[src/positional_sequential_list_top_macros.svh]
// Assertion macros for the positional list block.
`ifndef POSITIONAL_SEQUENTIAL_LIST_TOP_MACROS_SVH
`define POSITIONAL_SEQUENTIAL_LIST_TOP_MACROS_SVH
`ifndef SYNTHESIS
// check with reset as disable
`define PLS_ASSERT(lbl, clk, rst, prop, msg) \
   lbl: assert property (@(posedge clk) disable iff (rst) prop) else $error(msg);
// check that also holds while reset is high
`define PLS_ASSERT_ALWAYS(lbl, clk, prop, msg) \
   lbl: assert property (@(posedge clk) prop) else $error(msg);
`else
`define PLS_ASSERT(lbl, clk, rst, prop, msg)
`define PLS_ASSERT_ALWAYS(lbl, clk, prop, msg)
`endif
`endif

[src/pls_pkg.sv]
// Types, codes and microcode table for the positional list block.
package pls_pkg;

   localparam int CAPACITY_DEF = 16;
   localparam int POS_W        = 5;
   localparam int VAL_W        = 32;

   typedef enum logic [1:0] {
      K_INSERT = 2'd0,
      K_DELETE = 2'd1,
      K_GET    = 2'd2,
      K_LOCATE = 2'd3
   } kind_type;

   typedef enum logic [1:0] {
      ST_OK       = 2'd0,
      ST_FULL     = 2'd1,
      ST_BADPOS   = 2'd2,
      ST_NOTFOUND = 2'd3
   } status_type;

   // microcode step addresses
   typedef enum logic [3:0] {
      U_IDLE     = 4'd0,
      U_INS_FULL = 4'd1,
      U_INS_POS  = 4'd2,
      U_INS_LOOP = 4'd3,
      U_INS_MOVE = 4'd4,
      U_INS_PUT  = 4'd5,
      U_DEL_CHK  = 4'd6,
      U_DEL_GET  = 4'd7,
      U_DEL_LOOP = 4'd8,
      U_DEL_MOVE = 4'd9,
      U_DEL_END  = 4'd10,
      U_GET_CHK  = 4'd11,
      U_GET_RD   = 4'd12,
      U_LOC_LOOP = 4'd13,
      U_LOC_CMP  = 4'd14,
      U_FIN      = 4'd15
   } upc_type;

   typedef enum logic [1:0] {
      SEQ_STEP     = 2'd0,
      SEQ_DISPATCH = 2'd1,
      SEQ_RETIRE   = 2'd2
   } seq_type;

   typedef enum logic [2:0] {
      COND_NEVER      = 3'd0,
      COND_FULL       = 3'd1,
      COND_BAD_INS    = 3'd2,
      COND_BAD_POS    = 3'd3,
      COND_IDX_LT_POS = 3'd4,
      COND_IDX_GE_CNT = 3'd5,
      COND_MATCH      = 3'd6
   } cond_type;

   typedef enum logic [1:0] {
      RD_NONE   = 2'd0,
      RD_IDX    = 2'd1,
      RD_IDX_M1 = 2'd2,
      RD_POS_M1 = 2'd3
   } rd_type;

   typedef enum logic [1:0] {
      WR_NONE        = 2'd0,
      WR_IDX_RDATA   = 2'd1,
      WR_IDXM1_RDATA = 2'd2,
      WR_POSM1_VALUE = 2'd3
   } wr_type;

   typedef enum logic [2:0] {
      IDX_HOLD  = 3'd0,
      IDX_COUNT = 3'd1,
      IDX_POS   = 3'd2,
      IDX_DEC   = 3'd3,
      IDX_INC   = 3'd4
   } idx_type;

   typedef enum logic [1:0] {
      CNT_HOLD = 2'd0,
      CNT_INC  = 2'd1,
      CNT_DEC  = 2'd2
   } cnt_type;

   // taken: st/found fire, go nxt_t; else: rd/wr/idx/cnt/rdv fire, go nxt_f
   typedef struct packed {
      seq_type    seq;
      cond_type   cond;
      upc_type    nxt_t;
      upc_type    nxt_f;
      logic       st_en;
      status_type st;
      logic       found_en;
      rd_type     rd;
      wr_type     wr;
      idx_type    idx;
      cnt_type    cnt;
      logic       rdv_ld;
   } ucode_type;

   function automatic ucode_type ucode(upc_type a);
      ucode_type w;
      w = '{seq: SEQ_STEP, cond: COND_NEVER, nxt_t: U_FIN, nxt_f: U_FIN,
            st_en: 1'b0, st: ST_OK, found_en: 1'b0, rd: RD_NONE, wr: WR_NONE,
            idx: IDX_HOLD, cnt: CNT_HOLD, rdv_ld: 1'b0};
      case (a)
         U_IDLE: begin
            w.seq = SEQ_DISPATCH;
         end
         U_INS_FULL: begin
            w.cond = COND_FULL;  w.st_en = 1'b1;  w.st = ST_FULL;
            w.nxt_f = U_INS_POS;
         end
         U_INS_POS: begin
            w.cond = COND_BAD_INS;  w.st_en = 1'b1;  w.st = ST_BADPOS;
            w.idx = IDX_COUNT;  w.nxt_f = U_INS_LOOP;
         end
         U_INS_LOOP: begin
            w.cond = COND_IDX_LT_POS;  w.nxt_t = U_INS_PUT;
            w.rd = RD_IDX_M1;  w.nxt_f = U_INS_MOVE;
         end
         U_INS_MOVE: begin
            w.wr = WR_IDX_RDATA;  w.idx = IDX_DEC;  w.nxt_f = U_INS_LOOP;
         end
         U_INS_PUT: begin
            w.wr = WR_POSM1_VALUE;  w.cnt = CNT_INC;
         end
         U_DEL_CHK: begin
            w.cond = COND_BAD_POS;  w.st_en = 1'b1;  w.st = ST_BADPOS;
            w.rd = RD_POS_M1;  w.idx = IDX_POS;  w.nxt_f = U_DEL_GET;
         end
         U_DEL_GET: begin
            w.rdv_ld = 1'b1;  w.nxt_f = U_DEL_LOOP;
         end
         U_DEL_LOOP: begin
            w.cond = COND_IDX_GE_CNT;  w.nxt_t = U_DEL_END;
            w.rd = RD_IDX;  w.nxt_f = U_DEL_MOVE;
         end
         U_DEL_MOVE: begin
            w.wr = WR_IDXM1_RDATA;  w.idx = IDX_INC;  w.nxt_f = U_DEL_LOOP;
         end
         U_DEL_END: begin
            w.cnt = CNT_DEC;
         end
         U_GET_CHK: begin
            w.cond = COND_BAD_POS;  w.st_en = 1'b1;  w.st = ST_BADPOS;
            w.rd = RD_POS_M1;  w.nxt_f = U_GET_RD;
         end
         U_GET_RD: begin
            w.rdv_ld = 1'b1;
         end
         U_LOC_LOOP: begin
            w.cond = COND_IDX_GE_CNT;
            w.rd = RD_IDX;  w.nxt_f = U_LOC_CMP;
         end
         U_LOC_CMP: begin
            w.cond = COND_MATCH;  w.st_en = 1'b1;  w.st = ST_OK;
            w.found_en = 1'b1;
            w.idx = IDX_INC;  w.nxt_f = U_LOC_LOOP;
         end
         U_FIN: begin
            w.seq = SEQ_RETIRE;
         end
         default: begin
            w.seq = SEQ_RETIRE;
         end
      endcase
      return w;
   endfunction

endpackage

[src/pls_store.sv]
// Entry store: one write port, one registered read port.
module pls_store #(
   parameter int DEPTH = pls_pkg::CAPACITY_DEF,
   parameter int AW    = $clog2(DEPTH)
) (
   input  logic                     clock,
   input  logic                     wr_en,
   input  logic [AW-1:0]            wr_addr,
   input  logic [pls_pkg::VAL_W-1:0] wr_data,
   input  logic                     rd_en,
   input  logic [AW-1:0]            rd_addr,
   output logic [pls_pkg::VAL_W-1:0] rd_data
);

   logic [pls_pkg::VAL_W-1:0] mem [DEPTH];
   logic [pls_pkg::VAL_W-1:0] rd_data_ff;

   always_ff @(posedge clock) begin
      if (wr_en) begin
         mem[wr_addr] <= wr_data;
      end
   end

   always_ff @(posedge clock) begin
      if (rd_en) begin
         rd_data_ff <= mem[rd_addr];
      end
   end

   assign rd_data = rd_data_ff;

endmodule

[src/positional_sequential_list_top.sv]
// Top level of the positional list: microcoded sequencer, entry store and result register.
//
// Fixed-capacity ordered list of signed 32-bit words addressed by 1-based position.
// Request channel (req_*): one word per request; req_tuser is the kind
// (insert, delete, get, locate), req_tdata carries position and value.
// Response channel (rsp_*): exactly one word per request, in order; rsp_tuser
// is the status, rsp_tdata carries read value, found position and length.
// An insert checks for a full list before its position; delete and get check the
// position first; locate compares entries from the first on and stops at the first match.
// The sequencer handles one request at a time; moves and compares go one entry
// at a time, a read step then a move or compare step, as the store read is registered.
// A new request is taken while the previous response still waits in the
// output register; a stalled receiver holds the response, and the sequencer
// waits at its final step until the register frees up.
// Reset (synchronous, active high) empties the list and drops any pending
// response; stored entries are not cleared and are never read before written.
`include "positional_sequential_list_top_macros.svh"

module positional_sequential_list_top #(
   parameter int CAPACITY = pls_pkg::CAPACITY_DEF
) (
   input  logic        clock,
   input  logic        reset,
   input  logic        req_tvalid,
   output logic        req_tready,
   input  logic [39:0] req_tdata,   // [4:0] position, [36:5] value, [39:37] zero
   input  logic [1:0]  req_tuser,   // [1:0] req_type
   output logic        rsp_tvalid,
   input  logic        rsp_tready,
   output logic [47:0] rsp_tdata,   // [31:0] read_value, [36:32] found_position,
                                    // [41:37] list_length, [47:42] zero
   output logic [1:0]  rsp_tuser    // [1:0] status
);

   localparam int CW   = $clog2(CAPACITY + 1);
   localparam int AW   = $clog2(CAPACITY);
   localparam int CMPW = ((CW > pls_pkg::POS_W) ? CW : pls_pkg::POS_W) + 1;
   localparam int PW   = pls_pkg::POS_W;
   localparam int VW   = pls_pkg::VAL_W;

   // sequencer state
   pls_pkg::upc_type   upc_ff, upc_in;
   pls_pkg::ucode_type ctl;
   logic               taken;

   // datapath registers
   logic [CW-1:0]       count_ff, count_in;
   logic [CW-1:0]       idx_ff, idx_in;
   logic [PW-1:0]       pos_ff, pos_in;
   logic [VW-1:0]       val_ff, val_in;
   pls_pkg::status_type status_ff, status_in;
   logic [VW-1:0]       rdv_ff, rdv_in;
   logic [PW-1:0]       found_ff, found_in;

   // response register
   logic                rsp_valid_ff, rsp_valid_in;
   pls_pkg::status_type rsp_status_ff, rsp_status_in;
   logic [VW-1:0]       rsp_rdv_ff, rsp_rdv_in;
   logic [PW-1:0]       rsp_found_ff, rsp_found_in;
   logic [PW-1:0]       rsp_len_ff, rsp_len_in;

   // store port
   logic          st_wr_en, st_rd_en;
   logic [AW-1:0] st_wr_addr, st_rd_addr;
   logic [VW-1:0] st_wr_data, st_rd_data;

   logic            req_fire, out_free;
   logic [CMPW-1:0] cnt_x, idx_x, pos_x, idx_m1_x, pos_m1_x, idx_p1_x;

   assign ctl        = pls_pkg::ucode(upc_ff);
   assign req_tready = (ctl.seq == pls_pkg::SEQ_DISPATCH);
   assign req_fire   = req_tvalid && req_tready;
   assign out_free   = !rsp_valid_ff || rsp_tready;

   assign cnt_x    = CMPW'(count_ff);
   assign idx_x    = CMPW'(idx_ff);
   assign pos_x    = CMPW'(pos_ff);
   assign idx_m1_x = idx_x - CMPW'(1);
   assign pos_m1_x = pos_x - CMPW'(1);
   assign idx_p1_x = idx_x + CMPW'(1);

   // branch condition
   always_comb begin
      case (ctl.cond)
         pls_pkg::COND_NEVER:      taken = 1'b0;
         pls_pkg::COND_FULL:       taken = (cnt_x == CMPW'(CAPACITY));
         pls_pkg::COND_BAD_INS:    taken = (pos_x == '0) || (pos_x > cnt_x + CMPW'(1));
         pls_pkg::COND_BAD_POS:    taken = (pos_x == '0) || (pos_x > cnt_x);
         pls_pkg::COND_IDX_LT_POS: taken = (idx_x < pos_x);
         pls_pkg::COND_IDX_GE_CNT: taken = (idx_x >= cnt_x);
         pls_pkg::COND_MATCH:      taken = (st_rd_data == val_ff);
         default:                  taken = 1'b0;
      endcase
   end

   // next step
   always_comb begin
      upc_in = upc_ff;
      case (ctl.seq)
         pls_pkg::SEQ_DISPATCH: begin
            if (req_fire) begin
               case (pls_pkg::kind_type'(req_tuser))
                  pls_pkg::K_INSERT: upc_in = pls_pkg::U_INS_FULL;
                  pls_pkg::K_DELETE: upc_in = pls_pkg::U_DEL_CHK;
                  pls_pkg::K_GET:    upc_in = pls_pkg::U_GET_CHK;
                  default:           upc_in = pls_pkg::U_LOC_LOOP;
               endcase
            end
         end
         pls_pkg::SEQ_RETIRE: begin
            if (out_free) begin
               upc_in = pls_pkg::U_IDLE;
            end
         end
         default: begin
            upc_in = taken ? ctl.nxt_t : ctl.nxt_f;
         end
      endcase
   end

   // datapath control from the current control word
   always_comb begin
      count_in      = count_ff;
      idx_in        = idx_ff;
      pos_in        = pos_ff;
      val_in        = val_ff;
      status_in     = status_ff;
      rdv_in        = rdv_ff;
      found_in      = found_ff;
      rsp_valid_in  = rsp_valid_ff && !rsp_tready;
      rsp_status_in = rsp_status_ff;
      rsp_rdv_in    = rsp_rdv_ff;
      rsp_found_in  = rsp_found_ff;
      rsp_len_in    = rsp_len_ff;
      st_wr_en      = 1'b0;
      st_wr_addr    = idx_x[AW-1:0];
      st_wr_data    = st_rd_data;
      st_rd_en      = 1'b0;
      st_rd_addr    = idx_x[AW-1:0];

      if (req_fire) begin
         pos_in    = req_tdata[PW-1:0];
         val_in    = req_tdata[PW+VW-1:PW];
         idx_in    = '0;
         rdv_in    = '0;
         found_in  = '0;
         status_in = (pls_pkg::kind_type'(req_tuser) == pls_pkg::K_LOCATE) ?
                     pls_pkg::ST_NOTFOUND : pls_pkg::ST_OK;
      end

      if (ctl.seq == pls_pkg::SEQ_RETIRE && out_free) begin
         rsp_valid_in  = 1'b1;
         rsp_status_in = status_ff;
         rsp_rdv_in    = rdv_ff;
         rsp_found_in  = found_ff;
         rsp_len_in    = cnt_x[PW-1:0];
      end

      if (ctl.seq == pls_pkg::SEQ_STEP) begin
         if (taken) begin
            if (ctl.st_en) begin
               status_in = ctl.st;
            end
            if (ctl.found_en) begin
               found_in = idx_p1_x[PW-1:0];
            end
         end else begin
            case (ctl.rd)
               pls_pkg::RD_IDX: begin
                  st_rd_en = 1'b1;  st_rd_addr = idx_x[AW-1:0];
               end
               pls_pkg::RD_IDX_M1: begin
                  st_rd_en = 1'b1;  st_rd_addr = idx_m1_x[AW-1:0];
               end
               pls_pkg::RD_POS_M1: begin
                  st_rd_en = 1'b1;  st_rd_addr = pos_m1_x[AW-1:0];
               end
               default: ;
            endcase
            case (ctl.wr)
               pls_pkg::WR_IDX_RDATA: begin
                  st_wr_en = 1'b1;  st_wr_addr = idx_x[AW-1:0];
               end
               pls_pkg::WR_IDXM1_RDATA: begin
                  st_wr_en = 1'b1;  st_wr_addr = idx_m1_x[AW-1:0];
               end
               pls_pkg::WR_POSM1_VALUE: begin
                  st_wr_en = 1'b1;  st_wr_addr = pos_m1_x[AW-1:0];
                  st_wr_data = val_ff;
               end
               default: ;
            endcase
            case (ctl.idx)
               pls_pkg::IDX_COUNT: idx_in = count_ff;
               pls_pkg::IDX_POS:   idx_in = pos_x[CW-1:0];
               pls_pkg::IDX_DEC:   idx_in = idx_m1_x[CW-1:0];
               pls_pkg::IDX_INC:   idx_in = idx_p1_x[CW-1:0];
               default: ;
            endcase
            case (ctl.cnt)
               pls_pkg::CNT_INC: count_in = count_ff + CW'(1);
               pls_pkg::CNT_DEC: count_in = count_ff - CW'(1);
               default: ;
            endcase
            if (ctl.rdv_ld) begin
               rdv_in = st_rd_data;
            end
         end
      end
   end

   pls_store #(
      .DEPTH (CAPACITY),
      .AW    (AW)
   ) u_store (
      .clock   (clock),
      .wr_en   (st_wr_en),
      .wr_addr (st_wr_addr),
      .wr_data (st_wr_data),
      .rd_en   (st_rd_en),
      .rd_addr (st_rd_addr),
      .rd_data (st_rd_data)
   );

   always_ff @(posedge clock) begin
      if (reset) begin
         upc_ff       <= pls_pkg::U_IDLE;
         count_ff     <= '0;
         rsp_valid_ff <= 1'b0;
      end else begin
         upc_ff       <= upc_in;
         count_ff     <= count_in;
         rsp_valid_ff <= rsp_valid_in;
      end
   end

   always_ff @(posedge clock) begin
      idx_ff        <= idx_in;
      pos_ff        <= pos_in;
      val_ff        <= val_in;
      status_ff     <= status_in;
      rdv_ff        <= rdv_in;
      found_ff      <= found_in;
      rsp_status_ff <= rsp_status_in;
      rsp_rdv_ff    <= rsp_rdv_in;
      rsp_found_ff  <= rsp_found_in;
      rsp_len_ff    <= rsp_len_in;
   end

   assign rsp_tvalid = rsp_valid_ff;
   assign rsp_tuser  = rsp_status_ff;
   assign rsp_tdata  = {6'b0, rsp_len_ff, rsp_found_ff, rsp_rdv_ff};

   // list never overfills
   `PLS_ASSERT(a_count_cap, clock, reset, (count_ff <= CW'(CAPACITY)), "count above capacity")
   // one request at a time
   `PLS_ASSERT(a_one_busy, clock, reset, (req_fire |=> !req_tready), "request taken while busy")
   // responses only come out of the final step
   `PLS_ASSERT(a_rsp_src, clock, reset, (($rose(rsp_valid_ff) && !$past(reset)) |-> ($past(upc_ff) == pls_pkg::U_FIN)), "response without retire")
   // length moves only at the insert and delete commit steps
   `PLS_ASSERT(a_count_step, clock, reset, (((count_ff != $past(count_ff)) && !$past(reset)) |-> ($past(upc_ff) == pls_pkg::U_INS_PUT || $past(upc_ff) == pls_pkg::U_DEL_END)), "length changed outside commit")
   // reset returns to idle with nothing pending
   `PLS_ASSERT_ALWAYS(a_reset_idle, clock, (reset |=> (upc_ff == pls_pkg::U_IDLE && !rsp_valid_ff)), "reset did not idle")

endmodule

[config.mk]
export PLATFORM = sky130hd
export DESIGN_NAME = positional_sequential_list_top
export DESIGN_NICKNAME = d
export VERILOG_FILES = /design/src/pls_pkg.sv /design/src/pls_store.sv /design/src/positional_sequential_list_top.sv
export VERILOG_INCLUDE_DIRS = /design/src /design/src/src
export SDC_FILE = /design/constraint.sdc
export NUM_CORES = 1
export LEC_CHECK = 0
export BUFFER_PORTS_ARGS = -buffer_cell sky130_fd_sc_hd__buf_2
export CAP_MARGIN = 20
export CORE_MARGIN = 1.5
export CORE_UTILIZATION = 28
export DETAILED_ROUTE_END_ITERATION = 10
export SLEW_MARGIN = 20
export SYNTH_ARGS = -nofsm -noshare
export SYNTH_HDL_FRONTEND = slang
export SYNTH_SLANG_ARGS = --single-unit
[constraint.sdc]
create_clock -name clock -period 5.9 [get_ports clock]
set_clock_uncertainty 0.05 [all_clocks]
set_input_delay 0.295 -clock clock [delete_from_list [all_inputs] [get_ports clock]]
set_output_delay 0.295 -clock clock [all_outputs]
set_load 0.01 [all_outputs]
==> flow_metrics.env <==
export IMPL_power_density_nw_per_um2=485
export IMPL_worstMarginPinSlew_ns=1.16
export IMPL_grtUsageMet2=0.246
export IMPL_fin_ws_ns=0.854
export IMPL_use_met3=0.0230
export IMPL_status="complete, no violations"
export IMPL_finalPower_mw=16.1
export IMPL_final_setup_viol_count=0
export IMPL_grt_total_usage=0.148
export IMPL_rr_startpoint="count_ff[0]$_SDFFE_PP0P_"
export IMPL_min_to="upc_ff[1]$_SDFFE_PP0P_"
export IMPL_cp_arrival_ns=5.31
export IMPL_synth_area_sq_um=28400
export IMPL_drive_above_1_share=0.132
export IMPL_async_reset_ff_frac=0
export IMPL_clkPwrFrac=0.258
export IMPL_dp_slack_ns=0.773
export IMPL_synth_top_flop_cell="edfxtp_1"
export IMPL_fillers=9811
export IMPL_pwr_share_comb=0.318
export IMPL_path_clk_slew_ns=0.06
export IMPL_cts_root_buf="clkbuf_16"
export IMPL_finalCritPeriodShare=0.855
export IMPL_busiest_layer="met2"
export IMPL_initial_core_util=0.283
export IMPL_fin_tns_setup_ns=0
export IMPL_die_w_microns=322
export IMPL_grt_start_max_net_pins=125
export IMPL_ys_ff_latch=679
export IMPL_fmax_mhz=198
export IMPL_fp_dieArea_sq_um=103000
export IMPL_crit_fanout=19
export IMPL_dp_hpwl_microns=43700
export IMPL_ys_types=69
export IMPL_timing_rr_end="u_store.mem[9][7]$_DFFE_PP_"
export IMPL_max_slew_margin=0.228
export IMPL_final_antenna_net_count=0
export IMPL_cp_cell_sequence="inv_1 -> ha_1 -> inv_1 -> ha_1 -> a21o_1 -> a221oi_1 -> o211a_4 -> and2_4 -> and2_1 -> nor4b_1 -> nand2_1 -> nor2_4 -> buf_12"
export IMPL_wl_per_cell_microns=21.2
export IMPL_synth_warnings=0
export IMPL_cts_resized=0
export IMPL_synth_edf_count=625
export IMPL_antenna_cells=0
export IMPL_tritoncts="yes"
export IMPL_yosys_area_top_type="edfxtp_1"
export IMPL_first_pass_iters=5
export IMPL_cp_required_ns=6.16
export IMPL_hp_start="req_tuser[1]"
export IMPL_power_switching_mw=5.68
export IMPL_fin_crit_ns=5.05
export IMPL_seq_power_share=0.424
export IMPL_maxSlewViolCount=0
export IMPL_synth_top_area_frac=0.660
export IMPL_area_delta_synth_final_pct=16.9
export IMPL_p_leak_nw=11.4
export IMPL_synth_area_top_cells="edfxtp_1, nand2_1, dfxtp_1, nand3_1, o21ai_0"
export IMPL_drt_initial_drc_count=1981
export IMPL_overflow=0
export IMPL_yosysSeqAreaShare=0.698
export IMPL_clock_latency_ns=0.62
export IMPL_viasPerCell=5.02
export IMPL_endpoint_kind="flop"
export IMPL_drcViolationCount=0
export IMPL_die_height_microns=322
export IMPL_irDropWorstVdd_mv=0.365
export IMPL_rows=116
export IMPL_syn_avg_cell_area_sq_um=13.2
export IMPL_rr_worst_depth=13
export IMPL_io_buffers=88
export IMPL_timing_final_hold_violations=0
export IMPL_vias=18300
export IMPL_synthCells=2153
export IMPL_clk_path_buf_depth=3
export IMPL_cap_violations=0
export IMPL_clkSinkCount=679
export IMPL_hold_depth=4
export IMPL_synth_top_cells_by_count="edfxtp_1, nand2_1, nand3_1, o21ai_0, and3_1"
export IMPL_startpoint_type="flop"
export IMPL_r2r_slack_ns=0.85
export IMPL_final_core_util=0.331
export IMPL_htree_levels=3
export IMPL_nets=2327
export IMPL_routed_wl_microns=77400
export IMPL_intPower_mw=10.4
export IMPL_gp_congestion=0.823
export IMPL_switching_share=0.353
export IMPL_crit_slowest_cell="nor2_4"
export IMPL_numCtsBuffers=68
export IMPL_synth_most_common_cell="edfxtp_1"
export IMPL_antenna_found_initial=0
export IMPL_core_area_sq_um=100000
export IMPL_path_class="reg2reg"
export IMPL_grt_pass1_wl_microns=115000
export IMPL_rsz0062_at_grt="false"
export IMPL_crit_start="count_ff[0]$_SDFFE_PP0P_"
export IMPL_worstHoldPathType="in2reg"
export IMPL_io_pins=98
export IMPL_max_stage_delay_ns=0.59
export IMPL_grt_pass1_vias=17700
export IMPL_grt_util_met1=0.193
cell usage in the layout, fill, tap and decap left out, types with 22 or more instances in the layout:
cell and instances:
inv_1 58, mux2_2 32, nor2_1 30, buf_12 22, edfxtp_1 625, buf_2 88, o311ai_1 31, a311o_1 32
o21ai_0 146, dfxtp_1 54, dlygate4sd3_1 39, and3_1 109, a211oi_1 40, ha_1 36, clkbuf_16 68, nand2_1 287
nand3_1 202, xor2_1 33, a32oi_1 34, buf_4 30, a31oi_1 32, o211ai_1 32
kinds of logic (layout without fill, tap and decap cells):
kind of cell             count (synthesis)  after routing  synth area share
XOR/XNOR                                47             47            0.0145
flip-flops                             679            679             0.698
AO/OA/AOI/OAI                          420            420             0.104
buffers and inverters                  222            357            0.0335
other                                    1              6          0.000132
multiplexers                            43             43            0.0165
AND/OR/NAND/NOR                        704            704             0.117
adder cells (fa/ha/maj)                 37             37            0.0165
through the flow:
step | hold slack (ns) | cell area, sq um | instances
after global placement | 0.362 | 30700 | 3492
after CTS | 0.0972 | 33200 | 3650
final | 0.125 | 33200 | 3650
after global routing | 0.138 | 33200 | 3650
after detailed placement | 0.364 | 30700 | 3492
after floorplan | 0.344 | 28500 | 2158
per-layer routing:
metal	vias to the layer above	wire length (microns)
met5	-	0
met4	0	2350
met3	121	5190
met2	677	37800
met1	9153	32000
li1	8355	-
worst max-delay path by stage:
stage / to / slack (ns)
5_1_grt: u_store.mem[9][28]$_DFFE_PP_ / 0.44
3_3_place_gp: u_store.mem[9][20]$_DFFE_PP_ / 0.81
6_report: u_store.mem[9][7]$_DFFE_PP_ / 0.85
2_1_floorplan: u_store.mem[0][0]$_DFFE_PP_ / 1.08
4_1_cts: u_store.mem[9][28]$_DFFE_PP_ / 0.74
3_5_place_dp: u_store.mem[9][20]$_DFFE_PP_ / 0.77
area by class of cell:
| class | instances | area (sq um) | share of cell area |
|---|---|---|---|
| flip-flops and latches | 679 | 19800 | 0.597 |
| multi-input cells | 1257 | 7870 | 0.237 |
| clock buffers | 87 | 1810 | 0.0545 |
| well taps | 1357 | 1700 | 0.0511 |
| repair buffers | 179 | 1500 | 0.0450 |
| clock inverters | 32 | 294 | 0.00885 |
| inverters | 59 | 221 | 0.00666 |
what timing repair did:
item	in CTS	in global routing
setup buffers	0	0
hold endpoints to repair	47	0
hold buffers	39	0
power by group through the flow:
stage	sequential, mW	clock (mW)	combinational, mW
6_report	6.83	4.16	5.13
5_1_grt	6.87	4.41	5.60
4_1_cts	6.82	4.23	5.14
3_5_place_dp	6.92	0	5.10
3_3_place_gp	6.92	0	5.06
2_1_floorplan	6.73	0	3.45
sequential cells by signal (all words and copies together) (netlist names):
signal,count
found_ff,5
rsp_tuser,2
rsp_tvalid,1
idx_ff,5
rsp_len_ff,5
status_ff,2
rsp_rdv_ff,32
rdv_ff,32
upc_ff,4
u_store.mem,512
val_ff,32
rsp_found_ff,5
pos_ff,5
count_ff,5
u_store.rd_data,32
critical path, delay by kind of cell (launching register included):
kind / cells / cell delay (ns)
flip-flops: 1 / 0.49
AO/OA/AOI/OAI: 3 / 0.95
buffers and inverters: 3 / 0.50
AND/OR/NAND/NOR: 5 / 2.15
adder cells (fa/ha/maj): 2 / 0.59
No activity file was read; power rests on OpenSTA's default activity.
